File: config.mk
export PLATFORM = sky130hd
export DESIGN_NAME = postfix_stack_evaluator
export DESIGN_NICKNAME = d
export VERILOG_FILES = /design/src/hdl/psev_pkg.sv /design/src/hdl/psev_stack_ram.sv /design/src/hdl/psev_alu.sv /design/src/hdl/postfix_stack_evaluator.sv
export SDC_FILE = /design/constraint.sdc
export NUM_CORES = 2
export LEC_CHECK = 0
export ABC_AREA = 1
export BUFFER_PORTS_ARGS = -buffer_cell sky130_fd_sc_hd__buf_2
export CORE_ASPECT_RATIO = 1.75
export CORE_MARGIN = 5
export CORE_UTILIZATION = 55
export DETAILED_ROUTE_END_ITERATION = 8
export PLACE_DENSITY = 0.75
export SLEW_MARGIN = 20
export SYNTH_ARGS = -nofsm -noshare
export SYNTH_HDL_FRONTEND = slang
export SYNTH_SLANG_ARGS = --single-unit
File: constraint.sdc
create_clock -name clock -period 13.4 [get_ports clock]
set_input_delay 0 -clock clock [delete_from_list [all_inputs] [get_ports clock]]
set_output_delay 0 -clock clock [all_outputs]
set_load 0.03 [all_outputs]
File: src/hdl/psev_pkg.sv
`timescale 1ns / 1ps
// psev_pkg: shared constants, codes and types for the postfix stack evaluator.
// No dependencies; used by every module in hdl/.
package psev_pkg;

   localparam int STACK_DEPTH = 16;
   localparam int SP_W        = $clog2(STACK_DEPTH + 1);
   localparam int ADDR_W      = (STACK_DEPTH > 1) ? $clog2(STACK_DEPTH) : 1;
   localparam int DATA_W      = 32;
   localparam int OPC_W       = 3;
   localparam int STAT_W      = 2;
   localparam int DEPTH_OUT_W = 5;
   localparam int CNT_W       = $clog2(DATA_W);

   // opcodes
   localparam logic [OPC_W-1:0] OP_PUSH = 3'd0;
   localparam logic [OPC_W-1:0] OP_NEG  = 3'd1;
   localparam logic [OPC_W-1:0] OP_ADD  = 3'd2;
   localparam logic [OPC_W-1:0] OP_SUB  = 3'd3;
   localparam logic [OPC_W-1:0] OP_MUL  = 3'd4;
   localparam logic [OPC_W-1:0] OP_DIV  = 3'd5;

   // status codes
   localparam logic [STAT_W-1:0] STAT_OK    = 2'd0;
   localparam logic [STAT_W-1:0] STAT_UNDER = 2'd1;
   localparam logic [STAT_W-1:0] STAT_OVER  = 2'd2;
   localparam logic [STAT_W-1:0] STAT_DIVZ  = 2'd3;

   typedef enum logic [2:0] {
      ALU_ADD,
      ALU_SUB,
      ALU_NEG,
      ALU_MUL,
      ALU_DIV
   } alu_op_type;

   typedef enum logic [2:0] {
      SQ_IDLE,
      SQ_DECODE,
      SQ_READ,
      SQ_ALU,
      SQ_DONE
   } seq_state_type;

   typedef enum logic [2:0] {
      AL_IDLE,
      AL_EXEC,
      AL_DMAG,
      AL_STEP,
      AL_FIX
   } alu_state_type;

   typedef struct packed {
      logic       start;
      alu_op_type op;
   } alu_req_type;

   typedef struct packed {
      logic done;
      logic div_zero;
   } alu_rsp_type;

endpackage

File: src/hdl/psev_stack_ram.sv
`timescale 1ns / 1ps
// psev_stack_ram: stack storage below the top entry, one write and one read port.
// Depends on psev_pkg for depth and widths. Read data is registered.
module psev_stack_ram (
   input  logic                        clock,
   input  logic                        wr_en,
   input  logic [psev_pkg::ADDR_W-1:0] wr_addr,
   input  logic [psev_pkg::DATA_W-1:0] wr_data,
   input  logic                        rd_en,
   input  logic [psev_pkg::ADDR_W-1:0] rd_addr,
   output logic [psev_pkg::DATA_W-1:0] rd_data
);

   logic [psev_pkg::DATA_W-1:0] mem [psev_pkg::STACK_DEPTH];
   logic [psev_pkg::DATA_W-1:0] rd_data_ff;

   always_ff @(posedge clock) begin
      if (wr_en) begin
         mem[wr_addr] <= wr_data;
      end
      if (rd_en) begin
         rd_data_ff <= mem[rd_addr];
      end
   end

   assign rd_data = rd_data_ff;

endmodule

File: src/hdl/psev_alu.sv
`timescale 1ns / 1ps
// psev_alu: shared 33-bit adder for add, subtract, negate and restoring division,
// plus a 32x32 low-word multiplier. Depends on psev_pkg.
module psev_alu (
   input  logic                        clock,
   input  logic                        reset,
   input  psev_pkg::alu_req_type       alu_req,
   input  logic [psev_pkg::DATA_W-1:0] opnd_a,
   input  logic [psev_pkg::DATA_W-1:0] opnd_b,
   output psev_pkg::alu_rsp_type       alu_rsp,
   output logic [psev_pkg::DATA_W-1:0] alu_result
);

   localparam int DW    = psev_pkg::DATA_W;
   localparam int ADD_W = DW + 2;
   localparam logic [psev_pkg::CNT_W-1:0] LAST_STEP = psev_pkg::CNT_W'(DW - 1);

   psev_pkg::alu_state_type state_ff, state_in;
   psev_pkg::alu_op_type    op_ff, op_in;
   logic [DW-1:0]           a_ff, a_in, b_ff, b_in;
   logic [DW-1:0]           quo_ff, quo_in, dmag_ff, dmag_in, res_ff, res_in;
   logic [DW:0]             rem_ff, rem_in;
   logic [psev_pkg::CNT_W-1:0] cnt_ff, cnt_in;
   logic                    sign_ff, sign_in;
   logic                    done_ff, done_in, dz_ff, dz_in;

   logic [DW:0]    add_x, add_y, rem_shift;
   logic           add_cin;
   logic [ADD_W-1:0] sum;
   logic [DW-1:0]  product;

   assign sum     = {1'b0, add_x} + {1'b0, add_y} + {{(ADD_W-1){1'b0}}, add_cin};
   assign product = a_ff * b_ff;

   always_comb begin
      state_in  = state_ff;
      op_in     = op_ff;
      a_in      = a_ff;
      b_in      = b_ff;
      quo_in    = quo_ff;
      dmag_in   = dmag_ff;
      rem_in    = rem_ff;
      cnt_in    = cnt_ff;
      sign_in   = sign_ff;
      res_in    = res_ff;
      dz_in     = dz_ff;
      done_in   = 1'b0;
      add_x     = '0;
      add_y     = '0;
      add_cin   = 1'b0;
      rem_shift = {rem_ff[DW-1:0], quo_ff[DW-1]};
      case (state_ff)
         psev_pkg::AL_IDLE: begin
            if (alu_req.start) begin
               a_in     = opnd_a;
               b_in     = opnd_b;
               op_in    = alu_req.op;
               state_in = psev_pkg::AL_EXEC;
            end
         end
         psev_pkg::AL_EXEC: begin
            state_in = psev_pkg::AL_IDLE;
            done_in  = 1'b1;
            dz_in    = 1'b0;
            case (op_ff)
               psev_pkg::ALU_ADD: begin
                  add_x  = {1'b0, a_ff};
                  add_y  = {1'b0, b_ff};
                  res_in = sum[DW-1:0];
               end
               psev_pkg::ALU_SUB: begin
                  add_x   = {1'b0, a_ff};
                  add_y   = {1'b0, ~b_ff};
                  add_cin = 1'b1;
                  res_in  = sum[DW-1:0];
               end
               psev_pkg::ALU_NEG: begin
                  add_y   = {1'b0, ~a_ff};
                  add_cin = 1'b1;
                  res_in  = sum[DW-1:0];
               end
               psev_pkg::ALU_MUL: begin
                  res_in = product;
               end
               psev_pkg::ALU_DIV: begin
                  if (b_ff == '0) begin
                     dz_in = 1'b1;
                  end else begin
                     // numerator magnitude goes into the quotient shifter
                     add_y    = {1'b0, ~a_ff};
                     add_cin  = 1'b1;
                     quo_in   = a_ff[DW-1] ? sum[DW-1:0] : a_ff;
                     done_in  = 1'b0;
                     state_in = psev_pkg::AL_DMAG;
                  end
               end
               default: begin
                  res_in = '0;
               end
            endcase
         end
         psev_pkg::AL_DMAG: begin
            add_y    = {1'b0, ~b_ff};
            add_cin  = 1'b1;
            dmag_in  = b_ff[DW-1] ? sum[DW-1:0] : b_ff;
            rem_in   = '0;
            cnt_in   = '0;
            sign_in  = a_ff[DW-1] ^ b_ff[DW-1];
            state_in = psev_pkg::AL_STEP;
         end
         psev_pkg::AL_STEP: begin
            // trial subtract; carry out means remainder >= divisor
            add_x   = rem_shift;
            add_y   = ~{1'b0, dmag_ff};
            add_cin = 1'b1;
            if (sum[ADD_W-1]) begin
               rem_in = sum[DW:0];
               quo_in = {quo_ff[DW-2:0], 1'b1};
            end else begin
               rem_in = rem_shift;
               quo_in = {quo_ff[DW-2:0], 1'b0};
            end
            cnt_in = cnt_ff + psev_pkg::CNT_W'(1);
            if (cnt_ff == LAST_STEP) begin
               state_in = psev_pkg::AL_FIX;
            end
         end
         psev_pkg::AL_FIX: begin
            add_y    = {1'b0, ~quo_ff};
            add_cin  = 1'b1;
            res_in   = sign_ff ? sum[DW-1:0] : quo_ff;
            dz_in    = 1'b0;
            done_in  = 1'b1;
            state_in = psev_pkg::AL_IDLE;
         end
         default: begin
            state_in = psev_pkg::AL_IDLE;
         end
      endcase
   end

   always_ff @(posedge clock) begin
      if (reset) begin
         state_ff <= psev_pkg::AL_IDLE;
         done_ff  <= 1'b0;
      end else begin
         state_ff <= state_in;
         done_ff  <= done_in;
      end
   end

   always_ff @(posedge clock) begin
      op_ff   <= op_in;
      a_ff    <= a_in;
      b_ff    <= b_in;
      quo_ff  <= quo_in;
      dmag_ff <= dmag_in;
      rem_ff  <= rem_in;
      cnt_ff  <= cnt_in;
      sign_ff <= sign_in;
      res_ff  <= res_in;
      dz_ff   <= dz_in;
   end

   assign alu_rsp.done     = done_ff;
   assign alu_rsp.div_zero = dz_ff;
   assign alu_result       = res_ff;

endmodule

File: src/hdl/postfix_stack_evaluator.sv
`timescale 1ns / 1ps
// postfix_stack_evaluator: top level, sequencer, top-of-stack register, result beat.
// Depends on psev_pkg, psev_stack_ram and psev_alu.
//
//   channel   ports                                   direction  role
//   req       req_valid req_stall req_opcode          in         one op per beat
//             req_operand_value
//   rsp       rsp_valid rsp_stall rsp_top_value       out        one result per req beat
//             rsp_stack_depth rsp_status
//   csr       csr_valid csr_ready csr_data            in         operand_order register
//
// Steps per beat: push, spare ops, underflow and overflow go from decode to the result;
// negate runs the ALU; add, subtract, multiply and divide first read an operand from
// the RAM; a nonzero divide is slowest, set by the bit-serial divider loop (32 trial
// subtracts through the shared adder plus operand read, magnitude, sign and handshake steps).
// req_stall is high from acceptance until the result is loaded into the output
// register. A stalled result holds the sequencer only if a new one is ready.
// Reset is synchronous: the stack empties, operand_order clears, no result pending.
module postfix_stack_evaluator (
   input  logic                                     clock,
   input  logic                                     reset,
   input  logic                                     req_valid,
   output logic                                     req_stall,
   input  logic [psev_pkg::OPC_W-1:0]               req_opcode,
   input  logic signed [psev_pkg::DATA_W-1:0]       req_operand_value,
   output logic                                     rsp_valid,
   input  logic                                     rsp_stall,
   output logic signed [psev_pkg::DATA_W-1:0]       rsp_top_value,
   output logic [psev_pkg::DEPTH_OUT_W-1:0]         rsp_stack_depth,
   output logic [psev_pkg::STAT_W-1:0]              rsp_status,
   input  logic                                     csr_valid,
   output logic                                     csr_ready,
   input  logic                                     csr_data
);

   localparam int DW   = psev_pkg::DATA_W;
   localparam int SPW  = psev_pkg::SP_W;
   localparam int AW   = psev_pkg::ADDR_W;
   localparam int DOW  = psev_pkg::DEPTH_OUT_W;
   localparam logic [SPW-1:0] SP_FULL = SPW'(psev_pkg::STACK_DEPTH);

   psev_pkg::seq_state_type state_ff, state_in;

   // stack: the top entry lives in top_ff, the rest in the RAM
   logic [SPW-1:0] sp_ff, sp_in;
   logic [DW-1:0]  top_ff, top_in;
   logic           order_ff;

   logic [psev_pkg::OPC_W-1:0]  op_ff, op_in;
   logic [DW-1:0]               val_ff, val_in;
   logic [psev_pkg::STAT_W-1:0] status_ff, status_in;

   logic                        rsp_valid_ff, rsp_valid_in;
   logic [DW-1:0]               rsp_top_ff, rsp_top_in;
   logic [DOW-1:0]              rsp_depth_ff, rsp_depth_in;
   logic [psev_pkg::STAT_W-1:0] rsp_status_ff, rsp_status_in;

   logic           wr_en, rd_en;
   logic [AW-1:0]  wr_addr, rd_addr;
   logic [DW-1:0]  rd_data;

   psev_pkg::alu_req_type alu_req;
   psev_pkg::alu_rsp_type alu_rsp;
   logic [DW-1:0]         opnd_a, opnd_b, alu_result;

   logic [SPW-1:0]     sp_minus1, sp_minus2;
   logic [SPW+DOW-1:0] depth_wide;

   assign sp_minus1  = sp_ff - SPW'(1);
   assign sp_minus2  = sp_ff - SPW'(2);
   assign depth_wide = {{DOW{1'b0}}, sp_ff};

   psev_stack_ram u_ram (
      .clock   (clock),
      .wr_en   (wr_en),
      .wr_addr (wr_addr),
      .wr_data (top_ff),
      .rd_en   (rd_en),
      .rd_addr (rd_addr),
      .rd_data (rd_data)
   );

   psev_alu u_alu (
      .clock      (clock),
      .reset      (reset),
      .alu_req    (alu_req),
      .opnd_a     (opnd_a),
      .opnd_b     (opnd_b),
      .alu_rsp    (alu_rsp),
      .alu_result (alu_result)
   );

   assign req_stall = (state_ff != psev_pkg::SQ_IDLE);
   assign csr_ready = 1'b1;

   always_comb begin
      state_in      = state_ff;
      sp_in         = sp_ff;
      top_in        = top_ff;
      op_in         = op_ff;
      val_in        = val_ff;
      status_in     = status_ff;
      rsp_top_in    = rsp_top_ff;
      rsp_depth_in  = rsp_depth_ff;
      rsp_status_in = rsp_status_ff;
      rsp_valid_in  = rsp_valid_ff;
      wr_en         = 1'b0;
      wr_addr       = sp_minus1[AW-1:0];
      rd_en         = 1'b0;
      rd_addr       = sp_minus2[AW-1:0];
      alu_req.start = 1'b0;
      alu_req.op    = psev_pkg::ALU_ADD;
      opnd_a        = top_ff;
      opnd_b        = top_ff;

      if (rsp_valid_ff && !rsp_stall) begin
         rsp_valid_in = 1'b0;
      end

      case (state_ff)
         psev_pkg::SQ_IDLE: begin
            if (req_valid) begin
               op_in     = req_opcode;
               val_in    = req_operand_value;
               status_in = psev_pkg::STAT_OK;
               state_in  = psev_pkg::SQ_DECODE;
            end
         end
         psev_pkg::SQ_DECODE: begin
            state_in = psev_pkg::SQ_DONE;
            case (op_ff)
               psev_pkg::OP_PUSH: begin
                  if (sp_ff == SP_FULL) begin
                     status_in = psev_pkg::STAT_OVER;
                  end else begin
                     // old top drops into the RAM
                     wr_en  = (sp_ff != '0);
                     top_in = val_ff;
                     sp_in  = sp_ff + SPW'(1);
                  end
               end
               psev_pkg::OP_NEG: begin
                  if (sp_ff == '0) begin
                     status_in = psev_pkg::STAT_UNDER;
                  end else begin
                     alu_req.start = 1'b1;
                     alu_req.op    = psev_pkg::ALU_NEG;
                     state_in      = psev_pkg::SQ_ALU;
                  end
               end
               psev_pkg::OP_ADD, psev_pkg::OP_SUB, psev_pkg::OP_MUL, psev_pkg::OP_DIV: begin
                  if (sp_ff < SPW'(2)) begin
                     status_in = psev_pkg::STAT_UNDER;
                  end else begin
                     rd_en    = 1'b1;
                     state_in = psev_pkg::SQ_READ;
                  end
               end
               default: begin
                  status_in = psev_pkg::STAT_OK;
               end
            endcase
         end
         psev_pkg::SQ_READ: begin
            // operand order only matters for subtract and divide
            alu_req.start = 1'b1;
            opnd_a        = order_ff ? top_ff : rd_data;
            opnd_b        = order_ff ? rd_data : top_ff;
            case (op_ff)
               psev_pkg::OP_SUB: alu_req.op = psev_pkg::ALU_SUB;
               psev_pkg::OP_MUL: alu_req.op = psev_pkg::ALU_MUL;
               psev_pkg::OP_DIV: alu_req.op = psev_pkg::ALU_DIV;
               default:          alu_req.op = psev_pkg::ALU_ADD;
            endcase
            state_in = psev_pkg::SQ_ALU;
         end
         psev_pkg::SQ_ALU: begin
            if (alu_rsp.done) begin
               if (alu_rsp.div_zero) begin
                  status_in = psev_pkg::STAT_DIVZ;
               end else begin
                  top_in = alu_result;
                  if (op_ff != psev_pkg::OP_NEG) begin
                     sp_in = sp_minus1;
                  end
               end
               state_in = psev_pkg::SQ_DONE;
            end
         end
         psev_pkg::SQ_DONE: begin
            if (!rsp_valid_ff || !rsp_stall) begin
               rsp_valid_in  = 1'b1;
               rsp_top_in    = (sp_ff != '0) ? top_ff : '0;
               rsp_depth_in  = depth_wide[DOW-1:0];
               rsp_status_in = status_ff;
               state_in      = psev_pkg::SQ_IDLE;
            end
         end
         default: begin
            state_in = psev_pkg::SQ_IDLE;
         end
      endcase
   end

   always_ff @(posedge clock) begin
      if (reset) begin
         state_ff     <= psev_pkg::SQ_IDLE;
         sp_ff        <= '0;
         rsp_valid_ff <= 1'b0;
         order_ff     <= 1'b0;
      end else begin
         state_ff     <= state_in;
         sp_ff        <= sp_in;
         rsp_valid_ff <= rsp_valid_in;
         if (csr_valid && csr_ready) begin
            order_ff <= csr_data;
         end
      end
   end

   always_ff @(posedge clock) begin
      top_ff        <= top_in;
      op_ff         <= op_in;
      val_ff        <= val_in;
      status_ff     <= status_in;
      rsp_top_ff    <= rsp_top_in;
      rsp_depth_ff  <= rsp_depth_in;
      rsp_status_ff <= rsp_status_in;
   end

   assign rsp_valid       = rsp_valid_ff;
   assign rsp_top_value   = rsp_top_ff;
   assign rsp_stack_depth = rsp_depth_ff;
   assign rsp_status      = rsp_status_ff;

endmodule
==> flow_summary.yaml <==
synth:
  synth-seq-cells: 868
  synth-seq-area-share: 0.469
  syn_nets: 6396
  synth-main-ff-cell: "edfxtp_1"
  yosysWarnings: 0
  ys_types: 57
  syn_avg_cell_area_um2: 9.57
  synth-async-reset-ratio: 0
  ys_top_cells_by_area: "edfxtp_1, fa_1, nand2_1"
  synthesis.area_um2: 55300
  synthCells: 5780
  synth-edff-count: 854
  synth.top_cell.area_share: 0.464
  synth_top_area_cell: "edfxtp_1"
place:
  io_buffers: 81
  dp.cells: 6953
  place_hpwl_um: 118000
  place_congestion: 1.04
clock_tree:
  cts.sink_count: 868
  cts_setup_buffers: 0
  h-tree-depth: 3
  cts_buffers: 72
  worstSkewPairLatency_ns: 0.66
  root_buffer: "clkbuf_16"
  clk_pin_slew_ns: 0.07
  ctsHoldBuffers: 43
  cts_tree: "built"
  cts_max_path_buffers: 3
  cts_resized: 0
final_layout:
  nets: 6360
  areaGrowthSynthToFinish_pct: 8.51
  largest_register_ffs: 512
  fill_cells: 8355
  post-route-util: 0.599
  top_register: "u_ram.mem"
  fin_cells: 7132
  drive_gt1_frac: 0.0629
floorplanning:
  placementRows: 154
  io_pins: 83
  design.core.area_um2: 100000
  die_area_um2: 107000
  initial_utilization: 0.552
  die_w_um: 250
  fp.dieH_um: 429
route:
  drcViolationCount: 0
  vias: 42700
  routedWlPerCell_um: 24.2
  wl_um: 172000
  vias_per_cell: 5.98
  drtPass1Iterations: 6
  drt_iter0_drc: 3980
  drtAntennaViolNets: 0
global_routing:
  grt_use_total: 0.318
  grt_pass1_wl_um: 260000
  globalRoute.totalOverflow: 0
  grt_pass1_vias: 45100
  grt_max_degree: 106
  antenna_found_initial: 3
timing:
  finalHoldViolations: 0
  final.setup.tns_ns: 0
  period_minus_slack_ns: 8.03
  finalMaxSlewViolations: 0
  finalCritPeriodShare: 0.599
  relSlewSlack: 0.208
  timing.fmax_ghz: 0.125
  rsz0062_at_grt: "false"
  setup_viol: 0
  tightest_slew_ns: 1.18
  clock_skew_ns: 0.0412
worst_setup_path:
  slowest_stage: "nor3_1"
  cp.required_ns: 13.79
  worstSetupStartpointType: "flop"
  end_kind: "flop"
  crit_path_max_incr_delay_ns: 0.80
  crit_fanout: 17
  arrival_ns: 8.41
  crit_type: "flop to flop"
worst_hold_path:
  min_path_type: "input pin to flop"
power:
  peakVddDrop_mv: 0.142
  power_density_nw_per_um2: 140
  leakagePower_nw: 26.6
status:
  run_status: "completed"
flow_run:
  cap_violations: 0
-- report_power, final --
group          total, mW  switching, mW  internal (mW)
clock network       2.26          0.993           1.27
logic               3.08           1.96           1.12
registers           3.03         0.0330           3.00
-- Yosys cell counts (18+ instances only) --
master and count:
clkbuf_1 284, ha_1 165, nor3_1 21, xnor2_1 18
nor2_1 385, nand2_1 1374, o21ai_1 19, o211ai_1 22
or2_2 18, o2111ai_1 24, xor2_1 21, a21oi_1 137
fa_1 410, buf_1 36, o21ai_0 516, o22ai_1 35
o31ai_1 26, inv_1 986, o221ai_1 144, edfxtp_1 854
nand3_1 141
-- cells by family after synthesis --
kind of cell / count (synthesis) / share of synthesized area
XOR/XNOR: 39 / 0.00618
AND/OR/NAND/NOR: 1990 / 0.142
other: 1 / 0.0000678
AO/OA/AOI/OAI: 976 / 0.106
buffers and inverters: 1331 / 0.0911
adder cells (fa/ha/maj): 575 / 0.186
flip-flops: 868 / 0.469
-- placed cells by master, fill, tap and decap left out, types with 21 or more instances in the layout --
master / synthesis / layout
dlygate4sd3_1: 0 / 43
clkbuf_16: 0 / 77
o31ai_1: 26 / 26
nand3_1: 141 / 141
o21ai_0: 516 / 515
o2111ai_1: 24 / 24
o211ai_1: 22 / 22
nand2_1: 1374 / 1374
xor2_1: 21 / 21
ha_1: 165 / 164
inv_1: 986 / 982
nor2_1: 385 / 362
nor2_4: 1 / 24
buf_4: 1 / 101
buf_2: 11 / 81
a21oi_1: 137 / 134
o221ai_1: 144 / 144
edfxtp_1: 854 / 854
o22ai_1: 35 / 35
fa_1: 410 / 410
-- stage by stage --
stage	cell area, µm²	hold slack (ns)	setup slack [ns]	total power, mW
after global placement	57100	0.179	5.77	6.09
final	60000	0.0533	5.37	8.37
after CTS	60000	0.0213	5.63	8.37
after global routing	60000	0.0527	5.06	8.85
after floorplan	55300	0.0989	6.57	5.15
after detailed placement	57100	0.179	5.69	6.11
-- routing by layer --
metal  global-route usage  vias up  share of wire
met5                    0        -              0
met2                0.571     2364           0.52
met1                0.320    20700           0.31
met3               0.0532      883          0.078
li1                     -    18700              -
met4                0.261        0           0.10
-- critical path: cells and delay by family (launching register included) --
kind	cells	cell delay, ns
buf+inv	6	0.62
fa+ha+maj	9	4.14
simple gates	13	2.19
compound gates	1	0.08
flops	1	0.69
-- area by class of cell --
class / instances / area [µm²] / share of cell area
inverter: 996 / 3740 / 0.0624
antenna: 4 / 10.0 / 0.000167
clock inverter: 43 / 505 / 0.00843
clock buffer: 89 / 1970 / 0.0329
multi-input combinational: 3581 / 24600 / 0.410
tap: 1326 / 1660 / 0.0277
sequential: 868 / 25900 / 0.432
timing repair buffer: 225 / 1590 / 0.0266
-- worst paths after layout --
kind | from | to | slack [ns] | cells after the start
setup / recovery | u_alu.b_ff[9] | u_alu.alu_result[26] | 5.37 | 29
setup reg to reg | u_alu.b_ff[9] | u_alu.alu_result[26] | 5.37 | 29
hold / removal | req_operand_value[9] | val_ff[9] | 0.05 | 2
hold reg to reg | status_ff[0] | rsp_status[0] | 0.42 | 0
Power figures use the tool's default switching activity.
